### config.mk
export PLATFORM = sky130hd
export DESIGN_NAME = msfs_ctrl
export DESIGN_NICKNAME = d
export VERILOG_FILES = /design/src/hdl/msfs_pkg.sv /design/src/hdl/msfs_ctrl.sv
export SDC_FILE = /design/constraint.sdc
export NUM_CORES = 1
export LEC_CHECK = 0
export ABC_AREA = 1
export BUFFER_PORTS_ARGS = -buffer_cell sky130_fd_sc_hd__buf_2
export CORE_AREA = 10 10 47 49
export DETAILED_ROUTE_END_ITERATION = 12
export DIE_AREA = 0 0 57 59
export GPL_ROUTABILITY_DRIVEN = 0
export PLACE_DENSITY = 0.38
export SLEW_MARGIN = 30
export SYNTH_ARGS = -nofsm -noshare
export SYNTH_HDL_FRONTEND = slang
export SYNTH_SLANG_ARGS = --single-unit
### constraint.sdc
create_clock -name clk -period 1.25 [get_ports clk]
set_clock_uncertainty 0.1 [all_clocks]
set_input_delay 0.0625 -clock clk [delete_from_list [all_inputs] [get_ports clk]]
set_output_delay 0.0625 -clock clk [all_outputs]
set_load 0.005 [all_outputs]
### src/hdl/msfs_pkg.sv
// shared constants, types and command codes for the spin flip sampler
// no dependencies; imported by every module of the block
package msfs_pkg;

  localparam int MAX_SITES = 16;
  localparam int CFG_W     = MAX_SITES;
  localparam int ADDR_W    = 16;
  localparam int AMP_W     = 18;
  localparam int ENTRY_W   = 2 * AMP_W;
  localparam int PROB_W    = 36;
  localparam int DRAW_W    = 16;
  localparam int THR_W     = PROB_W + DRAW_W;
  localparam int SITE_W    = 4;
  localparam int NS_W      = 5;
  localparam int CMD_W     = 2;
  localparam int IN_DATA_W = 88;
  localparam int OUT_DATA_W = 56;
  localparam int OUT_USER_W = 2;

  localparam int APB_AW = 2;
  localparam int APB_DW = 32;
  localparam logic [APB_AW-1:0] REG_N_SITES_ADDR = 2'd0;
  localparam logic [NS_W-1:0]   N_SITES_RESET    = 5'd16;

  typedef enum logic [CMD_W-1:0] {
    CMD_WRITE_AMP = 2'd0,
    CMD_SET_CFG   = 2'd1,
    CMD_RECOMPUTE = 2'd2,
    CMD_FLIP      = 2'd3
  } cmd_t;

  // controller to datapath strobes
  typedef struct packed {
    logic capture;
    logic multiply;
    logic commit;
  } ctl_cmd_t;

endpackage

### src/hdl/msfs_ctrl.sv
// item sequencer for the spin flip sampler: accept, multiply, commit
// depends on msfs_pkg; drives the datapath through ctl_cmd_t
module msfs_ctrl (
  input  logic               clk,
  input  logic               rst_n,
  input  logic               in_tvalid,
  output logic               in_tready,
  output logic               out_tvalid,
  input  logic               out_tready,
  output msfs_pkg::ctl_cmd_t ctl
);
  import msfs_pkg::*;

  typedef enum logic [2:0] {
    ST_IDLE = 3'b001,
    ST_MUL  = 3'b010,
    ST_FIN  = 3'b100
  } state_t;

  state_t state_r, state_nxt;
  logic   out_valid_r, out_valid_nxt;
  logic   out_free;

  assign out_free   = !out_valid_r || out_tready;
  assign in_tready  = (state_r == ST_IDLE);
  assign out_tvalid = out_valid_r;

  always_comb begin
    state_nxt     = state_r;
    out_valid_nxt = out_valid_r && !out_tready;
    ctl           = '0;
    unique case (state_r)
      ST_IDLE: begin
        if (in_tvalid) begin
          ctl.capture = 1'b1;
          state_nxt   = ST_MUL;
        end
      end
      ST_MUL: begin
        ctl.multiply = 1'b1;
        state_nxt    = ST_FIN;
      end
      ST_FIN: begin
        if (out_free) begin
          ctl.commit    = 1'b1;
          out_valid_nxt = 1'b1;
          state_nxt     = ST_IDLE;
        end
      end
      default: state_nxt = ST_IDLE;
    endcase
  end

  always_ff @(posedge clk) begin
    if (!rst_n) begin
      state_r     <= ST_IDLE;
      out_valid_r <= 1'b0;
    end else begin
      state_r     <= state_nxt;
      out_valid_r <= out_valid_nxt;
    end
  end

endmodule

==> results of run 1 <==
## worst max-delay path, stage by stage (launching register included)
cell	delay, ns
sky130_fd_sc_hd__dfxtp_2	0.32
sky130_fd_sc_hd__inv_1	0.09
sky130_fd_sc_hd__nand3_2	0.12
sky130_fd_sc_hd__nor2_1	0.10
sky130_fd_sc_hd__buf_2	0.12
## power by group through the flow
stage | clock, mW | sequential (mW) | combinational [mW]
final | 0.160 | 0.144 | 0.0579
after global routing | 0.172 | 0.146 | 0.0677
after CTS | 0.168 | 0.143 | 0.0596
after detailed placement | 0 | 0.145 | 0.0568
after global placement | 0 | 0.146 | 0.0560
after floorplan | 0 | 0.144 | 0.0361
## area by class of cell
| cell class | instances | area (µm²) | area share, % |
|---|---|---|---|
| multi-input combinational | 17 | 91.34 | 30.93 |
| sequential | 4 | 81.33 | 27.54 |
| timing repair buffer | 9 | 50.05 | 16.95 |
| inverter | 8 | 30.03 | 10.17 |
| clock buffer | 3 | 22.52 | 7.627 |
| tap | 16 | 20.02 | 6.780 |
## timing repair
action	CTS	global route
resized for setup	0	2
endpoints found under the hold margin	1	0
hold buffers	1	0
setup endpoints to repair	0	2
## kinds of logic after synthesis
kind of cell | synth area share (%)
compound gates | 4.938
buf+inv | 18.52
flops | 39.51
simple gates | 37.03
## registers in the layout, indices dropped and copies added (netlist names)
signal	cells
out_tvalid	1
state_r	3
## worst max path at each step
stage | slack (ns) | end | start | depth (start not counted)
finish | 0.11 | ctl[2] | state_r[2] | 4
global route | -0.002 | ctl[2] | state_r[2] | 4
CTS | 0.02 | ctl[0] | state_r[2] | 3
detailed placement | 0.27 | ctl[0] | state_r[2] | 3
global placement | 0.30 | state_r[0] | state_r[1] | 5
floorplan | 0.38 | state_r[0] | out_tvalid | 5
## placed cells by master (no fill, tap or decap)
cell type / count
sky130_fd_sc_hd__a21oi_1: 2
sky130_fd_sc_hd__buf_2: 8
sky130_fd_sc_hd__clkbuf_4: 3
sky130_fd_sc_hd__dfxtp_1: 3
sky130_fd_sc_hd__dfxtp_2: 1
sky130_fd_sc_hd__dlygate4sd3_1: 1
sky130_fd_sc_hd__inv_1: 8
sky130_fd_sc_hd__nand2_1: 4
sky130_fd_sc_hd__nand3_1: 1
sky130_fd_sc_hd__nand3_2: 1
sky130_fd_sc_hd__nor2_1: 6
sky130_fd_sc_hd__nor2_4: 1
sky130_fd_sc_hd__nor3_1: 1
sky130_fd_sc_hd__nor4_2: 1
## metrics by stage
step	power, mW	TNS, ns	util [%]
after detailed placement	0.2019	0	18.21
after floorplan	0.1800	0	-
after global placement	0.2018	0	18.21
after global routing	0.3856	-0.001641	21.07
final	0.3621	0	21.07
after CTS	0.3707	0	20.54
## metal layers
| metal | up-vias | GRT usage [%] |
|---|---|---|
| met4 | 0 | 3.020 |
| met5 | - | 0 |
| li1 | 110 | - |
| met2 | 10 | 3.411 |
| met1 | 88 | 3.796 |
| met3 | 2 | 3.648 |
==> results.txt, run 1 <==
- Total routing usage reported by global routing: 3.456%
- For this block, the via count after detailed routing is 210.
- The run finished, with violations left.
* Max-slew violations: 0
* Power density normalized to cell area: 1226 mW/mm²
- Maxcap violations: 0
- Final hold viol count: 1
* Count of synthesis-stage warnings from yosys: 0
* Unique masters post-synth: 11
* Clock Latency Late Sink: 0.23 ns
- Iter 0 DRT Violations: 9
* Leading cell types by count after synthesis: 8 x sky130_fd_sc_hd__inv_1, 6 x sky130_fd_sc_hd__nor2_1, 4 x sky130_fd_sc_hd__dfxtp_1, 4 x sky130_fd_sc_hd__nand2_1, 2 x sky130_fd_sc_hd__a21oi_1
- Setup ws final: 0.1097 ns
- Worst r2r src: state_r[1]
- Share of post-route cells with drive strength above 1: 36.59%
* TritonCTS clock tree: built
- Routed via count divided by cell count: 3.684
- Area of the mapped netlist: 202.7 µm²
- Number of clock buffers inserted by TritonCTS: 3
- Total Die Area: 0.003363 mm²
- In this run the number of H-tree levels came out at 1.
- The setup check on the worst reg-to-reg path leaves a slack of 0.30 ns.
- The total area inside the core boundary comes to 0.001401 mm².
* Worst hold slack after final layout: -0.003961 ns
* Layout Cells excl Fill: 57
- Entering global routing, the biggest net connects 6 pins.
- Once the floorplan was initialized, standard cells occupied 14.46% of the core.
- Antenna-violating nets left: 0
- Final instance area: 295.3 µm²
- The worst path uses 91.22% of the clock period.
* DP Wirelength: 404.3 µm
- Number of setup violations in the final report: 0
* Port Buffers: 8
- The final reports fail on negative hold slack.
- In this run the worst path has a maximum fanout of 5.
- After global routing the overflow that remains totals 0.
* Detailed Route WL: 480 µm
* CTS sink count: 4
* Final-layout fill cell count: 167
* Worst relative slew slack: 88.26%
* Primary flip-flop cell chosen by synthesis mapping: sky130_fd_sc_hd__dfxtp_1
- Area share of the largest cell type after synthesis: 39.51%
- 0 antenna diodes ended up in the layout.
- Net count, final: 47
- The die is 59 µm tall.
- Length in cells of the worst reg-to-reg path: 5
- The number of antenna violations at the first check in global routing was 0.
- Uppermost signal routing layer after detailed routing: met4
* Achievable clock frequency: 877.0 MHz
* Hold Crit Depth: 3
* Maximum vdd ir drop: 0.0003777 V
- The worst setup path is launched from a flop.
* Endpoint kind of the worst setup timing path: primary output
* Clock power share: 44.2%
- Number of iterations in the first detailed-routing pass: 3
* End of the worst hold path: out_tvalid
- Summed over all nets, the switching power comes to 0.09283 mW.
- Clock-pin slew of the registers on the worst-case setup and hold paths: 0.04 ns
- Number of placement rows: 14
- Cell leakage power: 0.1582 nW
- Counting every net in the synthesized netlist gives 34.
* Buffers inserted by post-CTS timing repair: 0
* Placed Cells: 53
* Post-synth top area cell: sky130_fd_sc_hd__dfxtp_1
* Number of enable-type register cells in the synthesized netlist: 0
- Detailed routing placed a total of 61 µm of wire on met3.
* Area contributors post-synth: sky130_fd_sc_hd__dfxtp_1 40%, sky130_fd_sc_hd__inv_1 15%, sky130_fd_sc_hd__nor2_1 11%, sky130_fd_sc_hd__nand2_1 7.4%, sky130_fd_sc_hd__nor2_4 5.6%
- OpenSTA, run right after detailed placement, puts the worst setup slack at 0.2700 ns.
- Reg2Reg Capture Point: state_r[0]
- First-pass GRT wire length: 834 µm
* Worst Path Arrival: 0.98 ns
- Post-synthesis average cell area: 6.756 µm²
- Master cell of the clock root buffer: sky130_fd_sc_hd__clkbuf_4
- Mean routed wirelength per cell: 8.421 µm
- Die X: 57 µm
- Vias in the first global route: 197
- At the pin with the least slew margin, the transition time is 0.1746 ns.
* Data required time at the worst endpoint: 1.09 ns
- Once placement finished, the instance area stood at 255.2 µm².
- Counting flops with an async set or reset pin after synthesis yields a share of 0%.
- # DRC: 0
- Proportion of synthesized chip area in sequential cells: 39.51%
* Cell-internal power: 0.2693 mW
* Hold Path Origin: rst_n
* Cell with the most instances after synthesis: sky130_fd_sc_hd__inv_1
* Final Critical Period: 1.140 ns
* Number of top-level design ports: 9
- Power share of the sequential group: 39.8%
* Post-synthesis sequential element count: 4
* Wire length on met2: 183 µm
* Routed met1 length: 226 µm
- By startpoint and endpoint, the worst setup path is classified as flop to primary output.
- Hold/Removal Path Class: input pin to flop
- Number of instances in the synthesized netlist: 30
- Portion of total power attributed to combinational logic: 16.0%
- The area growth from synthesis to layout is 45.68%.
- Longest Clk Path Bufs: 2
- Proportion of total power due to net switching: 25.64%
(Power assumes the default switching activity.)
==> run 2: changes to the inputs <==
--- a/config.mk
+++ b/config.mk
@@ -6,12 +6,12 @@
 export NUM_CORES = 1
 export LEC_CHECK = 0
 export ABC_AREA = 1
-export BUFFER_PORTS_ARGS = -buffer_cell sky130_fd_sc_hd__buf_2
 export CORE_AREA = 10 10 47 49
 export DETAILED_ROUTE_END_ITERATION = 12
 export DIE_AREA = 0 0 57 59
+export DONT_BUFFER_PORTS = 1
 export GPL_ROUTABILITY_DRIVEN = 0
-export PLACE_DENSITY = 0.38
+export PLACE_DENSITY = 0.32
 export SLEW_MARGIN = 30
 export SYNTH_ARGS = -nofsm -noshare
 export SYNTH_HDL_FRONTEND = slang
==> results.txt, run 2 (synthesis results as in run 1) <==
* Status: finished clean (was finished with violations)
- The total count of hold-check failures in the final report is 0 (was 1).
- Layout Cells excl Fill: 51 (was 57)
- The startpoint of the worst setup timing path is state_r[2] (unchanged).
- The count of antenna diodes in the layout was 0 (unchanged).
- CTS sink count: 4 (unchanged)
- Leading cell types in the layout, fill and taps excluded: 8 x sky130_fd_sc_hd__inv_1, 6 x sky130_fd_sc_hd__nor2_1, 4 x sky130_fd_sc_hd__nand2_1, 4 x sky130_fd_sc_hd__dfxtp_1 (was 8 x sky130_fd_sc_hd__inv_1, 8 x sky130_fd_sc_hd__buf_2, 6 x sky130_fd_sc_hd__nor2_1)
* Starting Density: 14.46% (unchanged)
* Die X: 57 µm (unchanged)
* Final Critical Period: 1.131 ns (was 1.140 ns)
- Final instance area: 274.0 µm² (was 295.3 µm²)
- The part of the total power dissipated in combinational logic came to 14.4% (was 16.0%).
- Net count, final: 41 (was 47)
- The library cell used as clock root buffer was sky130_fd_sc_hd__clkbuf_4 (unchanged).
* Endpoint kind of the worst setup timing path: primary output (unchanged)
* Total Die Area: 0.003363 mm² (unchanged)
- The CTS tree is built (unchanged).
* Number of top-level design ports: 9 (unchanged)
- The final-report max-slew violation count was 0 (unchanged).
- The setup-violating endpoint count in the final report came to 0 (unchanged).
- Share of the cycle needed by the critical path after routing: 90.47% (was 91.22%)
- The number of iterations in the first detailed-routing pass was 2 (was 3).
- Detailed-route via count: 192 (was 210)
- Length in cells of the worst reg-to-reg path: 6 (was 5)
- Worst relative slew slack: 80.60% (was 88.26%)
- First-pass GRT wire length: 793 µm (was 834 µm)
- End of the worst hold path: state_r[2] (was out_tvalid)
- Overall overflow remaining after global route: 0 (unchanged)
* Least-Margin Pin Slew: 0.2887 ns (was 0.1746 ns)
- The placed instance area is 215.2 µm² (was 255.2 µm²).
- Reg2Reg Capture Point: state_r[0] (unchanged)
* Proportion of total power due to net switching: 24.91% (was 25.64%)
- The clock latency at the later pin of the worst-skew pair is 0.23 ns (about the same).
- The total routed wirelength is 460 µm (was 480 µm).
* Max reg flops: 3 (unchanged)
* Post-layout power: 0.3504 mW (was 0.3621 mW)
* Initial antenna violation count: 0 (unchanged)
- The fraction of layout cells with a size suffix above 1 was 17.14% (was 36.59%).
* Vias in the first global route: 200 (was 197)
* Power density normalized to cell area: 1279 mW/mm² (was 1226 mW/mm²)
- The floorplan row count is 14 (unchanged).
* Worst-path fanout max: 4 (was 5)
- Longest Clk Path Bufs: 2 (unchanged)
* Pin count of the biggest net entering global routing: 6 (unchanged)
- Synth-to-Final Area Change: 35.19% (was 45.68%)
- Iter 0 DRT Violations: 5 (was 9)
* DP Wirelength: 362.8 µm (was 404.3 µm)
- The data required time of the worst path came to 1.09 ns (about the same).
* Start-to-end type of the worst setup path: flop to primary output (unchanged)
- Placement Setup Slack: 0.2183 ns (was 0.2700 ns)
- Setup repair after global routing left no endpoint under its margin.
- Core footprint: 0.001401 mm² (unchanged)
* Worst r2r src: state_r[2] (was state_r[1])
- The ratio of routed vias to standard cells is 3.765 (was 3.684).
* Hold/Removal Path Class: flop to flop (was input pin to flop)
* Hold Crit Depth: 2 (was 3)
- The minimum setup slack among reg-to-reg paths is 0.30 ns (about the same).
* Placed Cells: 45 (was 53)
- Mean routed wirelength per cell: 9.020 µm (was 8.421 µm)
- The sequential share of power came to 41.2% (was 39.8%).
* Worst Path Arrival: 0.97 ns (was 0.98 ns)
- Number of clock buffers inserted by TritonCTS: 3 (unchanged)
* Most common cell after layout, fill and taps aside: sky130_fd_sc_hd__inv_1
- Die Ht: 59 µm (unchanged)
- Maximum vdd ir drop: 0.0002941 V (was 0.0003777 V)
- The global-route total usage across every layer is 3.236% (was 3.456%).
- Clock-pin slew of the registers on the worst-case setup and hold paths: 0.03 ns (was 0.04 ns)
* Maxcap violations: 0 (unchanged)
* Cell leakage power: 0.1296 nW (was 0.1582 nW)
* Achievable clock frequency: 884.3 MHz (was 877.0 MHz)
* Clock power share: 44.5% (was 44.2%)
- # DRC: 0 (unchanged)
- Cell-internal power: 0.2631 mW (was 0.2693 mW)
- The startpoint kind of the worst setup timing path was a flop (unchanged).
* Port Buffers: 0 (was 8)
- The critical hold path startpoint is state_r[2] (was rst_n).
- Setup ws final: 0.1192 ns (was 0.1097 ns)
- Total Neg Setup Slack: 0 ns (unchanged)
* Antenna-violating nets left: 0 (unchanged)
- The number of levels the H-tree was split into came to 1 (unchanged).
* Most flop-heavy register: state_r (unchanged)
* Switching component of the power: 0.08729 mW (was 0.09283 mW)
run 2: critical path: stages, from the launching register on:
cell and delay [ns]:
sky130_fd_sc_hd__dfxtp_1 0.36, sky130_fd_sc_hd__inv_1 0.09, sky130_fd_sc_hd__nor4_2 0.29
run 2: layer usage:
metal / GRT usage (%) / share of wire, % / vias to the layer above
met1: 2.955 / 47 / 81
met5: 0 / 0 / -
li1: - / - / 100
met2: 4.651 / 42 / 9
met3: 1.717 / 9.8 / 2
met4: 4.027 / 1.1 / 0
run 2: power groups by stage:
stage	Sequential (mW)	Clock [mW]	Combinational, mW
floorplan	0.144	0	0.0361
global placement	0.146	0	0.0416
detailed placement	0.145	0	0.0412
CTS	0.144	0.163	0.0501
global route	0.146	0.162	0.0588
finish	0.144	0.156	0.0504
run 2: area by class of cell:
type | count | area, µm²
inverter | 8 | 30.03
sequential | 4 | 80.08
fill | 166 | 1127
clock buffer | 3 | 22.52
multi-input combinational | 17 | 91.34
timing repair buffer | 3 | 30.03
tap | 16 | 20.02
run 2: metrics by stage:
| stage | hold slack [ns] | utilization [%] |
|---|---|---|
| 3_3_place_gp | 0.1124 | 15.36 |
| 5_1_grt | 0.4997 | 19.55 |
| 2_1_floorplan | 0.1054 | - |
| 4_1_cts | 0.4481 | 19.55 |
| 3_5_place_dp | 0.1151 | 15.36 |
| 6_report | 0.4506 | 19.55 |
run 2: how the worst max path moves through the flow:
stage | slack (ns) | endpoint | cells past startpoint
after global placement | 0.24 | ctl[0] | 2
after CTS | 0.08 | ctl[0] | 2
after global routing | 0.02 | ctl[0] | 2
after detailed placement | 0.22 | ctl[0] | 2
final | 0.12 | ctl[0] | 2
after floorplan | 0.38 | state_r[0] | 5
run 2: repair_timing:
| action | 4_1_cts | 5_1_grt |
|---|---|---|
| resized for setup | 1 | 0 |
| hold endpoints to repair | 4 | 0 |
| buffers inserted | 0 | 0 |
| endpoints found under the setup margin | 1 | 0 |
| hold buffers | 3 | 0 |
